### src/rtl/core/pose_quaternion_log_difference_defines.svh
// ---------------------------------------------------------------------------
// Assertion macros for the pose log-difference block
// Shared property wrappers; clk and arst_n are taken from the enclosing scope.
// ---------------------------------------------------------------------------
`ifndef POSE_QUATERNION_LOG_DIFFERENCE_DEFINES_SVH
`define POSE_QUATERNION_LOG_DIFFERENCE_DEFINES_SVH

// same-cycle implication
`define PQLD_ASSERT_NOW(lbl, ante, cons, msg) \
	lbl: assert property (@(posedge clk) disable iff (!arst_n) (ante) |-> (cons)) \
		else $error(msg);

// next-cycle implication
`define PQLD_ASSERT_NEXT(lbl, ante, cons, msg) \
	lbl: assert property (@(posedge clk) disable iff (!arst_n) (ante) |=> (cons)) \
		else $error(msg);

`endif

### src/rtl/core/pqld_pkg.sv
// ---------------------------------------------------------------------------
// pqld_pkg
// Types, constants and tables shared by the pose log-difference block.
// ---------------------------------------------------------------------------
`default_nettype none

package pqld_pkg;

	localparam int CORDIC_STEPS = 30;

	typedef enum logic [3:0] {
		ST_IDLE,
		ST_QMUL,
		ST_FLIP,
		ST_SQ,
		ST_SQRT,
		ST_ATAN,
		ST_DMUL,
		ST_DWAIT,
		ST_DIV,
		ST_OUT
	} pqld_state_t;

	// destination component (0..3 = x y z w) and subtract flag of a product
	typedef struct packed {
		logic [1:0] dst;
		logic       neg;
	} pqld_tag_t;

	typedef struct packed {
		logic               vld;
		logic signed [32:0] a;
		logic signed [32:0] b;
		pqld_tag_t          tag;
	} pqld_mul_req_t;

	typedef struct packed {
		logic               vld;
		logic signed [63:0] p;
		pqld_tag_t          tag;
	} pqld_mul_rsp_t;

	// one term of conj(b) * t: product b[asel] * t[bsel]
	typedef struct packed {
		logic [1:0] asel;
		logic [1:0] bsel;
		pqld_tag_t  tag;
	} pqld_term_t;

	function automatic pqld_term_t pqld_qterm(input logic [3:0] idx);
		pqld_term_t r;
		case (idx)
			4'd0:  r = '{asel: 2'd3, bsel: 2'd3, tag: '{dst: 2'd3, neg: 1'b0}};
			4'd1:  r = '{asel: 2'd0, bsel: 2'd0, tag: '{dst: 2'd3, neg: 1'b0}};
			4'd2:  r = '{asel: 2'd1, bsel: 2'd1, tag: '{dst: 2'd3, neg: 1'b0}};
			4'd3:  r = '{asel: 2'd2, bsel: 2'd2, tag: '{dst: 2'd3, neg: 1'b0}};
			4'd4:  r = '{asel: 2'd3, bsel: 2'd0, tag: '{dst: 2'd0, neg: 1'b0}};
			4'd5:  r = '{asel: 2'd0, bsel: 2'd3, tag: '{dst: 2'd0, neg: 1'b1}};
			4'd6:  r = '{asel: 2'd1, bsel: 2'd2, tag: '{dst: 2'd0, neg: 1'b1}};
			4'd7:  r = '{asel: 2'd2, bsel: 2'd1, tag: '{dst: 2'd0, neg: 1'b0}};
			4'd8:  r = '{asel: 2'd3, bsel: 2'd1, tag: '{dst: 2'd1, neg: 1'b0}};
			4'd9:  r = '{asel: 2'd1, bsel: 2'd3, tag: '{dst: 2'd1, neg: 1'b1}};
			4'd10: r = '{asel: 2'd2, bsel: 2'd0, tag: '{dst: 2'd1, neg: 1'b1}};
			4'd11: r = '{asel: 2'd0, bsel: 2'd2, tag: '{dst: 2'd1, neg: 1'b0}};
			4'd12: r = '{asel: 2'd3, bsel: 2'd2, tag: '{dst: 2'd2, neg: 1'b0}};
			4'd13: r = '{asel: 2'd2, bsel: 2'd3, tag: '{dst: 2'd2, neg: 1'b1}};
			4'd14: r = '{asel: 2'd0, bsel: 2'd1, tag: '{dst: 2'd2, neg: 1'b1}};
			4'd15: r = '{asel: 2'd1, bsel: 2'd0, tag: '{dst: 2'd2, neg: 1'b0}};
			default: r = '0;
		endcase
		return r;
	endfunction

	// truncated atan(2^-i) in Q2.30
	function automatic logic [29:0] pqld_atan(input logic [4:0] i);
		logic [29:0] r;
		case (i)
			5'd0:  r = 30'd843314856;
			5'd1:  r = 30'd497837829;
			5'd2:  r = 30'd263043836;
			5'd3:  r = 30'd133525158;
			5'd4:  r = 30'd67021686;
			5'd5:  r = 30'd33543515;
			5'd6:  r = 30'd16775850;
			5'd7:  r = 30'd8388437;
			5'd8:  r = 30'd4194282;
			5'd9:  r = 30'd2097149;
			5'd10: r = 30'd1048575;
			5'd11: r = 30'd524287;
			5'd12: r = 30'd262143;
			5'd13: r = 30'd131071;
			5'd14: r = 30'd65535;
			5'd15: r = 30'd32767;
			5'd16: r = 30'd16383;
			5'd17: r = 30'd8191;
			5'd18: r = 30'd4095;
			5'd19: r = 30'd2047;
			5'd20: r = 30'd1023;
			5'd21: r = 30'd511;
			5'd22: r = 30'd255;
			5'd23: r = 30'd127;
			5'd24: r = 30'd63;
			5'd25: r = 30'd31;
			5'd26: r = 30'd15;
			5'd27: r = 30'd8;
			5'd28: r = 30'd4;
			5'd29: r = 30'd2;
			default: r = 30'd0;
		endcase
		return r;
	endfunction

endpackage

`default_nettype wire

### src/rtl/core/pqld_div.sv
// ---------------------------------------------------------------------------
// pqld_div
// Restoring divider, 64-bit dividend by 33-bit divisor, 32-bit quotient.
// Quotient must fit 32 bits (dividend high word below divisor).
// ---------------------------------------------------------------------------
`default_nettype none

module pqld_div (
	input  wire logic        clk,
	input  wire logic        arst_n,
	input  wire logic        start,
	input  wire logic [63:0] num,
	input  wire logic [32:0] den,
	output logic             done,
	output logic [31:0]      quo
);
	import pqld_pkg::*;

	logic        busy_q;
	logic        done_q;
	logic [4:0]  cnt_q;
	logic [32:0] rem_q;
	logic [31:0] low_q;
	logic [31:0] quo_q;
	logic [32:0] den_q;
	logic [33:0] trial;
	logic        fits;

	assign trial = {rem_q, low_q[31]};
	assign fits  = trial >= {1'b0, den_q};

	always_ff @(posedge clk or negedge arst_n) begin
		if (!arst_n) begin
			busy_q <= 1'b0;
			done_q <= 1'b0;
			cnt_q  <= '0;
		end else begin
			done_q <= 1'b0;
			if (start) begin
				busy_q <= 1'b1;
				cnt_q  <= '0;
			end else if (busy_q) begin
				cnt_q <= cnt_q + 5'd1;
				if (cnt_q == 5'd31) begin
					busy_q <= 1'b0;
					done_q <= 1'b1;
				end
			end
		end
	end

	always_ff @(posedge clk) begin
		if (start) begin
			rem_q <= {1'b0, num[63:32]};
			low_q <= num[31:0];
			den_q <= den;
			quo_q <= '0;
		end else if (busy_q) begin
			rem_q <= fits ? 33'(trial - {1'b0, den_q}) : trial[32:0];
			low_q <= {low_q[30:0], 1'b0};
			quo_q <= {quo_q[30:0], fits};
		end
	end

	assign done = done_q;
	assign quo  = quo_q;

endmodule

`default_nettype wire

### config.mk
export PLATFORM = sky130hd
export DESIGN_NAME = pqld_div
export DESIGN_NICKNAME = d
export VERILOG_FILES = /design/src/rtl/core/pose_quaternion_log_difference_defines.svh /design/src/rtl/core/pqld_pkg.sv /design/src/rtl/core/pqld_div.sv
export SDC_FILE = /design/constraint.sdc
export NUM_CORES = 1
export LEC_CHECK = 0
export BUFFER_PORTS_ARGS = -buffer_cell sky130_fd_sc_hd__clkbuf_2
export CAP_MARGIN = 20
export CORE_MARGIN = 3
export CORE_UTILIZATION = 50
export CTS_CLUSTER_SIZE = 8
export DETAILED_ROUTE_END_ITERATION = 7
export PLACE_DENSITY = 0.73
export SYNTH_ARGS = -nofsm -noshare
export SYNTH_HDL_FRONTEND = slang
export SYNTH_SLANG_ARGS = --single-unit
export TNS_END_PERCENT = 100
### constraint.sdc
create_clock -name clk -period 5.8 [get_ports clk]
set_input_delay 0.58 -clock clk [delete_from_list [all_inputs] [get_ports clk]]
set_output_delay 0.58 -clock clk [all_outputs]
set_load 0.01 [all_outputs]
Yosys cells after proc, flatten, opt, wreduce, memory -nomap -nowiden --
Index checks and enable logic that the tools add are counted.
Operators by class: reductions and logical operators 1, magnitude comparators 1, add/sub/neg operators 2, mux-type cells 13, equality and inequality tests 1
Operators by type and width (count):
- $mux W32 | 4
- $ge A34 B33 Y1 | 1
- $mux W33 | 1
- $sub A33 B33 Y33 | 1
- $mux W5 | 2
- $mux W1 | 6
- $add A5 B1 Y5 const B | 1
- $eq A5 B5 Y1 const B | 1
- $reduce_bool A2 Y1 | 1
Storage, ports and cells: bits in registers 137, output and inout port bits 33

Depth between registers and ports, before layout --
Gate-level depths: netlist of run 1.
depth after elaboration 4, mapped depth 14, depth with buffers taken out 13

Least setup slack after synthesis of run 1 --
No wires, ideal clock.
path type reg-to-reg, from register low_q[31], to register rem_q[4] (data pin), setup slack 2.701 ns, clock period less this slack 3.099 ns, stages on the path, launching flop included 15, arrival time 2.829 ns, path buffers 1, cells stage by stage edfxtp_1 > inv_1 > ha_1 > inv_1 > fa_1 > a211oi_1 > o21ai_2 > o2111ai_1 > a311o_1 > a21oi_4 > o21ai_2 > buf_2 > nor2_1 > a211oi_1 > a21oi_1
Between the ends: word-level cells in the longest chain between the ends 4, elaborated cells on any way between the ends 5, classes of those cells 1 x add/sub; 1 x order compare; 3 x mux
Ends and longest elaborated chain:
- from (decl) | RTL line pqld_div.sv:23 | logic [31:0] low_q;
- from (signal assigned) | RTL line pqld_div.sv:55 | low_q <= num[31:0];
- from (signal assigned) | RTL line pqld_div.sv:60 | low_q <= {low_q[30:0], 1'b0};
- $sub A33 B33 Y33 / $ge A34 B33 Y1 (equally long branches) | RTL line pqld_div.sv:59, pqld_div.sv:30
- $mux W33 (*) | RTL line pqld_div.sv:59 | rem_q <= fits ? 33'(trial - {1'b0, den_q}) : trial[32:0];
- $mux W32 (*) | RTL line pqld_div.sv:58 | end else if (busy_q) begin
- $mux W32 (*) | RTL line pqld_div.sv:53 | if (start) begin
- to (signal assigned) | RTL line pqld_div.sv:54 | rem_q <= {1'b0, num[63:32]};
- to (signal assigned) | RTL line pqld_div.sv:59
- to (decl) | RTL line pqld_div.sv:22 | logic [32:0] rem_q;
Mark *: on every way between the ends. The rest lies on a longest branch, timed or not. The select of a mux whose other input is x is not followed. A chain may end at the register's enable or synchronous reset.

Final worst setup path of run 1 --
Ends and elaborated chain as after synthesis.

==> implementation parameters, run 1 <==
Parameter                              Value

Status
  Status ... finished clean

Floorplanning
  Core region area ... 14000 µm²
  Effective utilization at floorplan ... 51.6%
  Total Die Area ... 16000 µm²
  Chip Height ... 126 µm
  Number of placement rows ... 43
  I/O pin count ... 133
  Die X-Extent ... 126 µm

Pwr
  Static power due to leakage ... 4.00 nW
  Worst IR drop on VDD ... 312 µV
  Total Power ... 0.00408 W
  Power density cells ... 473 nW/µm²

Setup path
  CP Data Required Time ... 5.93 ns
  Category of the critical setup timing path ... flip-flop to flip-flop
  Cell with the biggest individual delay on the critical path ... sky130_fd_sc_hd__o21ai_4
  Data arrival at the endpoint of the critical path ... 4.09 ns
  Delay of the slowest critical-path stage ... 0.58 ns
  Kind of end point of the critical path ... flip-flop
  Critical path fanouts, max ... 37
  List of cells traversed by the critical path ... inv_1 -> ha_1 -> inv_1 -> fa_1 -> a211oi_1 -> o21ai_2 -> o2111ai_1 -> a311o_1 -> a21oi_4 -> o21ai_4 -> buf_4 -> nor2_1 -> a211oi_1 -> a21oi_1
  Category of the worst setup path launch point ... flip-flop

Logic synthesis
  EDFF count, synth ... 97
  Async set-reset flop share out of synthesis ... 5.11%
  Predominant post-synthesis flop cell ... sky130_fd_sc_hd__edfxtp_1
  Mapped Avg Cell Area ... 10.7 µm²
  Sequential share of the synthesized area ... 51.8%
  Share of the synthesized netlist area taken by xor and xnor gates ... 3.27%
  Count of distinct cell types in the synthesized netlist ... 53
  Gate count of the mapped netlist ... 679
  Seq cells post-synth ... 137
  Main combinational cell family by area after synthesis ... compound AO/OA/AOI/OAI gates
  Portion of netlist area occupied by mux cells ... 10.1%
  Adder and majority gate portion of the synthesized area ... 6.32%
  Post-Synth Simple-Gate Area ... 10.1%
  Post-synthesis compound-gate area fraction ... 14.1%
  Synth Cell Area ... 7240 µm²
  Post-synthesis net count ... 815
  Count of warnings emitted by yosys ... 0

Cells and area
  Number of nets in the finished design ... 940
  Number of inserted diodes ... 0
  Area growth syn-to-layout ... 19.1%
  Count of fill cells added during filler insertion ... 1163
  Fraction of layout cells with a size suffix above 1 ... 25.3%

Detailed routing
  Via count ... 5457
  Wire length reported by the detailed router ... 15.2 mm
  Wire per inst ... 15.3 µm
  Post-route antenna net violation count ... 0
  Drt first pass iters ... 4
  Mean number of vias per cell ... 5.47
  Final routed DRC violation total ... 0
  DRC marker count from the first detailed-route iteration ... 351

Timing
  Pin slew with the least headroom to its limit ... 1.01 ns
  Tmin final ... 3.95 ns
  Setup repair after global routing missed its margin ... false
  Final Hold Fails ... 0
  Final cycle utilization of the critical path ... 68.2%
  Number of pins exceeding their max-slew limit in the final report ... 0
  Total of endpoints with negative setup slack in the final report ... 0
  Maximum clock frequency ... 253 MHz
  Slew headroom ... 33.0%
  Worst setup slack after layout ... 1.85 ns
  Setup clock skew after layout ... 0.00728 ns
  Post-Route Setup TNS ... 0 ns

Global routing
  Total overflow reported by the global router ... 0
  Pin count of the biggest net entering global routing ... 78
  GRT Total Usage ... 19.4%
  Number of antenna violations at the first check in global routing ... 0
  First-pass GRT wire length ... 25.3 mm
  Vias in the first global route ... 5343

Place
  Global placement routability congestion ... 0.898
  Post-detail-place hpwl ... 10.8 mm
  Worst setup timing slack at the placement stage ... 1.87 ns
  Number of port buffers ... 132

Clocking
  CTS clk-pin slew, worst paths ... 0.06 ns
  CTS root buf ... sky130_fd_sc_hd__clkbuf_16
  Post-CTS Resized ... 0
  Number of clock sinks ... 137
  Total CTS buffers ... 17
  TritonCTS clock tree ... yes
  Clk Latency, worst-skew pair ... 0.42 ns
  H-Tree Depth ... 4
  Post CTS Setup Buffer Count ... 0
  Buffer levels on the longest clock path ... 2

Min path
  Tightest Hold Check Type ... primary input to flip-flop

Job
  Max-cap check violation count ... 0
area by class of cell:
type                    instances  area [µm²]  area share, %
flip-flops and latches        137        3750           43.5
multi-input cells             460        3190           37.0
repair buffers                138         723           8.39
clock buffers                  19         454           5.27
well taps                     180         225           2.61
inverters                      50         188           2.18
clock inverters                13        93.8           1.09
registers in the layout, indices dropped and copies added (netlist names):
register and flops:
done 1, quo 32, rem_q 33, low_q 32, cnt_q 5, busy_q 1, den_q 33
placed cells by master (no fill, tap or decap), drive strengths merged, types with 9 or more instances in the layout:
master and count:
nor2 66, a21oi 60, xnor2 15, mux2 31, inv 55, nor3 9, dfxtp 33, xor2 12
edfxtp 97, nand2 47, o21ai 39, ha 35, clkbuf 150, a21o 16, mux2i 38
repair_timing:
item	CTS	global route
endpoints found under the hold margin	7	0
endpoints found under the setup margin	0	0
hold buffers	1	0
metrics by stage:
stage / instance area [µm²] / hold WS, ns / util, % / instances
3_5_place_dp: 8040 / 0.423 / 57.3 / 963
4_1_cts: 8600 / 0.315 / 61.3 / 996
6_report: 8620 / 0.332 / 61.4 / 997
3_3_place_gp: 8040 / 0.418 / 57.3 / 963
2_1_floorplan: 7240 / 0.284 / - / 679
5_1_grt: 8620 / 0.325 / 61.4 / 997
Yosys cell counts (5+ instances only):
cell                        n  area [µm²]
sky130_fd_sc_hd__nand3_1    8        40.0
sky130_fd_sc_hd__a31oi_1    5        31.3
sky130_fd_sc_hd__xor2_1    12         105
sky130_fd_sc_hd__a21oi_1   59         295
sky130_fd_sc_hd__mux2i_1   38         380
sky130_fd_sc_hd__xnor2_1   15         131
sky130_fd_sc_hd__nand2_1   47         176
sky130_fd_sc_hd__a21o_1    16         120
sky130_fd_sc_hd__o211ai_1   6        45.0
sky130_fd_sc_hd__dfxtp_1   33         661
sky130_fd_sc_hd__ha_1      35         438
sky130_fd_sc_hd__mux2_2    31         349
sky130_fd_sc_hd__nand4_1    8        50.1
sky130_fd_sc_hd__o21ai_0   36         180
sky130_fd_sc_hd__clkbuf_1  22        82.6
sky130_fd_sc_hd__inv_1     49         184
sky130_fd_sc_hd__nor3_1     9        45.0
sky130_fd_sc_hd__buf_1      5        18.8
sky130_fd_sc_hd__nor2_1    66         248
sky130_fd_sc_hd__buf_2      5        25.0
sky130_fd_sc_hd__a211oi_1   6        45.0
sky130_fd_sc_hd__o21a_1     8        60.1
sky130_fd_sc_hd__edfxtp_1  97        2910
sky130_fd_sc_hd__dfrtp_1    7         175
cell families after synthesis:
group | after synthesis
AOI/OAI and AO/OA | 164
xor gates and xnor gates | 27
adders and majority gates | 36
buffers and inverters | 82
DFF | 137
muxes | 69
and+or+nand+nor | 164
final timing paths:
| check | from | cells after the start | end | slack, ns |
|---|---|---|---|---|
| setup / recovery | low_q[31] | 14 | rem_q[4] | 1.85 |
| max in group asynchronous | arst_n | 2 | busy_q | 5.07 |
| setup reg to reg | low_q[31] | 14 | rem_q[4] | 1.85 |
| min in group asynchronous | arst_n | 2 | done | 0.55 |
| hold reg to reg | quo[31] | 2 | quo[31] | 0.51 |
| hold / removal | den[18] | 1 | den_q[18] | 0.33 |
where the power goes:
part           switching, W  leakage [nW]  internal, W
Combinational       0.00102          2.37     0.000705
Clock              0.000426         0.272     0.000574
Sequential        0.0000923          1.36      0.00126
per-layer routing:
| metal | part of all wire [%] | track usage, % | wire length (µm) |
|---|---|---|---|
| met1 | 45 | 26.1 | 6830 |
| met2 | 48 | 31.3 | 7350 |
| met3 | 5.3 | 4.29 | 805 |
| met4 | 1.4 | 6.50 | 216 |
| met5 | 0 | 0 | 0 |
critical path, delay by kind of cell (launching register included):
family / cells / cell delay [ns]
fa+ha+maj: 2 / 0.58
simple gates: 1 / 0.11
flops: 1 / 0.38
buf+inv: 3 / 0.58
compound gates: 8 / 1.98
(Power assumes the default switching activity.)
==> run 2: changes to the inputs <==
==> constraint.sdc (replaced) <==
create_clock -name clk -period 3.8 [get_ports clk]
set_input_delay 0.38 -clock clk [delete_from_list [all_inputs] [get_ports clk]]
set_output_delay 0.38 -clock clk [all_outputs]
set_load 0.01 [all_outputs]
==> run 2 against run 1 <==
  * First-iteration DRC count rose by 8.8%
  * Final cell count fell by 0.10%
  * Clock skew about the same
  * Highest routed layer unchanged
==> implementation parameters, run 2 (synthesis gave the netlist of run 1 again) <==
Parameter                              Value

Status
  Status ... finished clean

Setup path
  Worst reg2reg path endpoint ... rem_q[12]
  Category of the critical setup timing path ... flip-flop to flip-flop
  Data arrival at the endpoint of the critical path ... 3.52 ns (-0.57 ns)
  CP Data Required Time ... 3.93 ns (-2.00 ns)
  Kind of end point of the critical path ... flip-flop
  Category of the worst setup path launch point ... flip-flop
  Worst setup path start ... low_q[31]
  FF-to-FF setup slack ... 0.41 ns (-1.44 ns)
  Launch point of the worst reg-to-reg path ... low_q[31]
  Cell depth of the worst flop-to-flop path ... 14 (unchanged)
  Critical path fanouts, max ... 64 (+73%)

Timing
  Maximum clock frequency ... 295 MHz (+17%)
  Tmin final ... 3.39 ns (-0.562 ns)
  Post-Route Setup TNS ... 0 ns (unchanged)
  Number of pins exceeding their max-slew limit in the final report ... 0 (unchanged)
  Final cycle utilization of the critical path ... 89.3% (+21 points)
  Worst setup slack after layout ... 0.408 ns (-1.44 ns)
  Slew headroom ... 46.0% (+13 points)
  Setup repair after global routing missed its margin ... false
  Final Hold Fails ... 0 (unchanged)
  Total of endpoints with negative setup slack in the final report ... 0 (unchanged)
  Setup clock skew after layout ... 0.00690 ns (-0.000374 ns)
  Pin slew with the least headroom to its limit ... 0.810 ns (-0.196 ns)

Detailed routing
  Mean number of vias per cell ... 5.41 (-1.2%)
  Final routed DRC violation total ... 0 (unchanged)
  Wire per inst ... 14.9 µm (-2.0%)
  Post-route antenna net violation count ... 0 (unchanged)
  DRC marker count from the first detailed-route iteration ... 382 (+8.8%)
  Via count ... 5386 (-1.3%)
  Wire length reported by the detailed router ... 14.9 mm (-2.1%)
  Drt first pass iters ... 5 (+1)

Min path
  Hold EP ... den_q[18]
  Min-Delay Path Depth ... 1 (unchanged)
  Hold path startpoint ... den[18]
  Tightest Hold Check Type ... primary input to flip-flop

Pwr
  Static power due to leakage ... 4.01 nW (+0.24%)
  Worst IR drop on VDD ... 531 µV (+70%)
  Power density cells ... 722 nW/µm² (+52%)

Place
  Global placement routability congestion ... 0.866 (-3.6%)
  Post-detail-place hpwl ... 10.4 mm (-3.9%)
  Worst setup timing slack at the placement stage ... 0.368 ns (-1.50 ns)
  Number of port buffers ... 132 (unchanged)

Floorplanning
  Die X-Extent ... 126 µm (unchanged)
  I/O pin count ... 133 (unchanged)
  Total Die Area ... 16000 µm² (unchanged)
  Number of placement rows ... 43 (unchanged)
  Effective utilization at floorplan ... 51.6% (unchanged)
  Chip Height ... 126 µm (unchanged)
  Core region area ... 14000 µm² (unchanged)

Cells and area
  Commonest cells after routing, fill and taps aside ... sky130_fd_sc_hd__clkbuf_2 (131), sky130_fd_sc_hd__edfxtp_1 (97), sky130_fd_sc_hd__nor2_1 (66)
  Registers with the most flip-flops ... den_q: 33 flops, rem_q: 33 flops
  Number of nets in the finished design ... 939 (-0.11%)
  Number of inserted diodes ... 0 (unchanged)
  Fraction of layout cells with a size suffix above 1 ... 25.2% (-0.091 points)
  Most frequent standard cell in the layout excluding fill and tap cells ... sky130_fd_sc_hd__clkbuf_2
  Area growth syn-to-layout ... 19.2%

Clocking
  Number of clock sinks ... 137 (unchanged)
  H-Tree Depth ... 4 (unchanged)
  Post CTS Setup Buffer Count ... 0 (unchanged)
  Total CTS buffers ... 17 (unchanged)
  Buffer levels on the longest clock path ... 2 (unchanged)
  CTS clk-pin slew, worst paths ... 0.06 ns (about the same)
  Post-CTS Resized ... 0 (unchanged)
  TritonCTS clock tree ... yes
  Clk Latency, worst-skew pair ... 0.41 ns (about the same)
  CTS root buf ... sky130_fd_sc_hd__clkbuf_16

Global routing
  Number of antenna violations at the first check in global routing ... 0 (unchanged)
  Total overflow reported by the global router ... 0 (unchanged)
  Vias in the first global route ... 5261 (-1.5%)
  Pin count of the biggest net entering global routing ... 167 (+110%)
  First-pass GRT wire length ... 25.2 mm (-0.13%)
  GRT Total Usage ... 19.4% (about the same)

Job
  Max-cap check violation count ... 0 (unchanged)
[run 2: area by class of cell]
| class | instances | area, µm² |
|---|---|---|
| Fill cell | 1153 | 5410 |
| Sequential cell | 137 | 3750 |
| Multi-Input combinational cell | 460 | 3190 |
| Timing Repair Buffer | 137 | 741 |
| Clock buffer | 21 | 472 |
| Tap cell | 180 | 225 |
| Inverter | 50 | 188 |
| Clock inverter | 11 | 70.1 |
[run 2: how the worst max path moves through the flow]
stage,to,slack (ns)
after CTS,rem_q[12],0.39
after global placement,rem_q[28],0.48
after global routing,rem_q[12],0.14
final,rem_q[12],0.41
after floorplan,rem_q[4],0.70
after detailed placement,rem_q[12],0.37
[run 2: critical path: stages (launching register included)]
cell	delay [ns]
sky130_fd_sc_hd__edfxtp_1	0.38
sky130_fd_sc_hd__inv_1	0.07
sky130_fd_sc_hd__ha_1	0.15
sky130_fd_sc_hd__inv_1	0.05
sky130_fd_sc_hd__fa_1	0.41
sky130_fd_sc_hd__a211oi_1	0.31
sky130_fd_sc_hd__o21ai_2	0.13
sky130_fd_sc_hd__o2111ai_1	0.26
sky130_fd_sc_hd__a311o_1	0.30
sky130_fd_sc_hd__a21oi_4	0.11
sky130_fd_sc_hd__o21ai_4	0.19
sky130_fd_sc_hd__buf_12	0.28
sky130_fd_sc_hd__inv_2	0.16
sky130_fd_sc_hd__mux2i_1	0.18
sky130_fd_sc_hd__o21ai_0	0.10
[run 2: timing repair]
action,CTS,global route
hold buffers,1,0
endpoints found under the hold margin,7,0
endpoints found under the setup margin,0,0
[run 2: through the flow]
stage                     instance area [µm²]  instances  hold slack (ns)  utilization (%)  total power, W
final                                    8630        996            0.137             61.5         0.00623
after global placement                   8080        963            0.222             57.6         0.00464
after detailed placement                 8080        963            0.227             57.6         0.00472
after CTS                                8630        996            0.117             61.5         0.00626
after floorplan                          7240        679           0.0844                -         0.00413
after global routing                     8630        996            0.115             61.5         0.00671
[run 2: per-layer routing]
metal,vias to the layer above,track usage (%),wire length [µm]
met5,-,0,0
li1,2715,-,-
met2,143,30.2,7050
met4,0,5.17,156
met3,12,5.68,872
met1,2516,26.7,6810
[run 2: where the power goes]
part	internal [W]	switching, W
Sequential	0.00193	0.000139
Clock	0.000887	0.000622
Combinational	0.00111	0.00155
==> run 3: changes to the inputs <==
--- a/config.mk
+++ b/config.mk
@@ -5,7 +5,7 @@
 export SDC_FILE = /design/constraint.sdc
 export NUM_CORES = 1
 export LEC_CHECK = 0
-export BUFFER_PORTS_ARGS = -buffer_cell sky130_fd_sc_hd__clkbuf_2
+export BUFFER_PORTS_ARGS = -buffer_cell sky130_fd_sc_hd__buf_4
 export CAP_MARGIN = 20
 export CORE_MARGIN = 3
 export CORE_UTILIZATION = 50
==> run 3 against run 2 <==
  * Clock power rose by 13%
  * Clock skew fell by 0.0012 ns
  * Sequential power about the same
  * Utilization up 3.1 points
  * Fmax is 3.3% lower
  * Count of clock-buffer cells in the layout is 2 higher
  * Final area increased by 5.0%
  * Critical path type unchanged
  * Worst setup slack worse by 0.11 ns
==> implementation parameters, run 3 (synthesis gave the netlist of run 1 again) <==
Parameter                              Value

Setup path
  List of cells traversed by the critical path ... inv_1 -> ha_1 -> inv_1 -> fa_1 -> a211oi_1 -> o21ai_2 -> o2111ai_1 -> a311o_1 -> a21oi_4 -> o21ai_4 -> buf_4 -> nor4_1 -> nor3b_1
  Cell family contributing the most delay on the critical path ... compound AO/OA/AOI/OAI gates
  Worst reg2reg path endpoint ... rem_q[29]
  Category of the critical setup timing path ... flip-flop to flip-flop
  Cell with the biggest individual delay on the critical path ... sky130_fd_sc_hd__fa_1
  Kind of end point of the critical path ... flip-flop
  Category of the worst setup path launch point ... flip-flop
  Most common cell on crit path ... sky130_fd_sc_hd__inv_1
  Cell depth of the worst flop-to-flop path ... 13 (-1)
  CP Data Required Time ... 4.00 ns (+0.07 ns)
  Data arrival at the endpoint of the critical path ... 3.70 ns (+0.18 ns)
  Total number of cells along the worst setup path ... 13 (-1)
  FF-to-FF setup slack ... 0.29 ns (-0.11 ns)
  Critical path fanouts, max ... 17 (-73%)
  Launch point of the worst reg-to-reg path ... low_q[31]
  CP bufs+invs ... 3 (-1)
  Delay of the slowest critical-path stage ... 0.42 ns (about the same)

Global routing
  Pin count of the biggest net entering global routing ... 85 (-49%)
  First-pass GRT wire length ... 25.0 mm (-0.96%)
  Total overflow reported by the global router ... 0 (unchanged)
  Vias in the first global route ... 5214 (-0.89%)
  GRT Total Usage ... 19.3% (-0.055 points)
  Number of antenna violations at the first check in global routing ... 0 (unchanged)

Cells and area
  Number of inserted diodes ... 0 (unchanged)
  Multi-input logic area ... 3190 µm² (unchanged)
  Count of fill cells added during filler insertion ... 1108 (-3.9%)
  Share of the core filled with cells in the final layout ... 64.6% (+3.1 points)
  Commonest cells after routing, fill and taps aside ... sky130_fd_sc_hd__buf_4 (138), sky130_fd_sc_hd__edfxtp_1 (97), sky130_fd_sc_hd__nor2_1 (66)
  Fraction of layout cells with a size suffix above 1 ... 25.7% (+0.49 points)
  Most frequent standard cell in the layout excluding fill and tap cells ... sky130_fd_sc_hd__buf_4
  Number of nets in the finished design ... 943 (+0.43%)
  Registers with the most flip-flops ... den_q: 33 flops, rem_q: 33 flops
  Area growth syn-to-layout ... 25.2%
  Sequential cell area ... 3750 µm² (unchanged)

Clocking
  Number of clock sinks ... 137 (unchanged)
  Buffer levels on the longest clock path ... 2 (unchanged)
  Post-CTS Resized ... 0 (unchanged)
  CTS clk-pin slew, worst paths ... 0.06 ns (about the same)
  CTS root buf ... sky130_fd_sc_hd__clkbuf_16
  H-Tree Depth ... 4 (unchanged)
  Total CTS buffers ... 17 (unchanged)
  TritonCTS clock tree ... yes
  Clk Latency, worst-skew pair ... 0.42 ns (about the same)

Place
  Post-detail-place hpwl ... 11.0 mm (+5.5%)
  Global placement routability congestion ... 0.882 (+1.9%)
  Number of port buffers ... 132 (unchanged)

Min path
  Hold path startpoint ... den[8]
  Min-Delay Path Depth ... 1 (unchanged)
  Hold EP ... den_q[8]
  Tightest Hold Check Type ... primary input to flip-flop

Timing
  Final Hold Fails ... 0 (unchanged)
  Setup clock skew after layout ... 0.00569 ns (-0.00121 ns)
  Total of endpoints with negative setup slack in the final report ... 0 (unchanged)
  Post-Route Setup TNS ... 0 ns (unchanged)
  Number of pins exceeding their max-slew limit in the final report ... 0 (unchanged)
  Pin slew with the least headroom to its limit ... 0.871 ns (+0.0610 ns)
  Setup repair after global routing missed its margin ... false
  Maximum clock frequency ... 285 MHz (-3.3%)
  Tmin final ... 3.51 ns (+0.115 ns)
  Final cycle utilization of the critical path ... 92.3% (+3.0 points)
  Slew headroom ... 41.9% (-4.1 points)

Pwr
  Worst IR drop on VDD ... 482 µV (-9.3%)
  Total Power ... 0.00654 W (+4.9%)
  Power density cells ... 721 nW/µm² (-0.11%)
  Static power due to leakage ... 4.15 nW (+3.5%)

Detailed routing
  Final routed DRC violation total ... 0 (unchanged)
  DRC marker count from the first detailed-route iteration ... 405 (+6.0%)
  Met3 wire len ... 748 µm (-14%)
  Highest metal layer with signal wires ... met4
  Post-route antenna net violation count ... 0 (unchanged)
  Via count ... 5446 (+1.1%)
  Drt first pass iters ... 5 (unchanged)
  Mean number of vias per cell ... 5.45 (+0.71%)
  Wire per inst ... 15.3 µm (+2.4%)
  Wire length on met1 ... 6.92 mm (+1.6%)
  Wire length reported by the detailed router ... 15.3 mm (+2.8%)
  Wire length on met2 ... 7.36 mm (+4.4%)

Floorplanning
  Core region area ... 14000 µm² (unchanged)
  Number of placement rows ... 43 (unchanged)
  I/O pin count ... 133 (unchanged)
  Total Die Area ... 16000 µm² (unchanged)
  Chip Height ... 126 µm (unchanged)
  Die X-Extent ... 126 µm (unchanged)
  Effective utilization at floorplan ... 51.6% (unchanged)

Status
  Status ... finished clean

Job
  Max-cap check violation count ... 0 (unchanged)
==> run 3: cell count changes in the layout (fill, tap and decap cells not counted), moves of 2 or more <==
cell                        previous run  this run
sky130_fd_sc_hd__clkinv_2              5         1
sky130_fd_sc_hd__inv_6                 0         2
sky130_fd_sc_hd__inv_4                 3         1
sky130_fd_sc_hd__clkbuf_2            131         0
sky130_fd_sc_hd__clkbuf_16            18        22
sky130_fd_sc_hd__clkbuf_1              2         0
sky130_fd_sc_hd__buf_4                 2       138
==> run 3: repair_timing <==
item	CTS	global route
endpoints found under the setup margin	0	13
buffers inserted	0	2
endpoints found under the hold margin	7	0
hold buffers	1	0
==> run 3: routing by layer <==
metal / GRT usage (%) / vias to the layer above
met1: 25.9 / 2558
met5: 0 / -
li1: - / 2718
met4: 7.70 / 0
met3: 4.25 / 22
met2: 30.7 / 148
==> run 3: worst max path at each step <==
stage | from | to | slack (ns)
after floorplan | low_q[31] | rem_q[4] | 0.70
after global placement | low_q[31] | rem_q[8] | 0.42
after detailed placement | low_q[31] | rem_q[9] | 0.23
after CTS | low_q[31] | rem_q[9] | 0.21
after global routing | low_q[31] | rem_q[9] | 0.009
final | low_q[31] | rem_q[29] | 0.29
==> run 3: stage by stage <==
stage / area (µm²) / worst slack [ns] / cells / hold slack, ns
floorplan: 7240 / 0.701 / 679 / 0.0844
detailed placement: 8410 / 0.227 / 965 / 0.200
finish: 9070 / 0.293 / 1000 / 0.133
CTS: 9050 / 0.205 / 998 / 0.117
global route: 9070 / 0.00879 / 1000 / 0.118
global placement: 8410 / 0.420 / 965 / 0.196
==> run 3: final cells by class <==
type,count,share of cell area [%]
tap,180,2.48
clock buffer,23,6.22
inverter,50,2.07
timing repair buffer,141,12.0
multi-input combinational,460,35.2
sequential,137,41.3
clock inverter,9,0.745
==> run 3: worst reg2reg max path: stages (launching register included) <==
cell,delay [ns]
sky130_fd_sc_hd__edfxtp_1,0.40
sky130_fd_sc_hd__inv_1,0.08
sky130_fd_sc_hd__ha_1,0.16
sky130_fd_sc_hd__inv_1,0.06
sky130_fd_sc_hd__fa_1,0.42
sky130_fd_sc_hd__a211oi_1,0.38
sky130_fd_sc_hd__o21ai_2,0.15
sky130_fd_sc_hd__o2111ai_1,0.27
sky130_fd_sc_hd__a311o_1,0.30
sky130_fd_sc_hd__a21oi_4,0.11
sky130_fd_sc_hd__o21ai_4,0.27
sky130_fd_sc_hd__buf_4,0.27
sky130_fd_sc_hd__nor4_1,0.07
sky130_fd_sc_hd__nor3b_1,0.36
==> run 3: where the power goes <==
part	leakage [nW]	internal [W]	total [W]	switching, W
clock	0.314	0.00105	0.00171	0.000655
sequential	1.36	0.00193	0.00207	0.000141
combinational	2.48	0.00118	0.00276	0.00158
total	4.15	0.00417	0.00654	0.00237
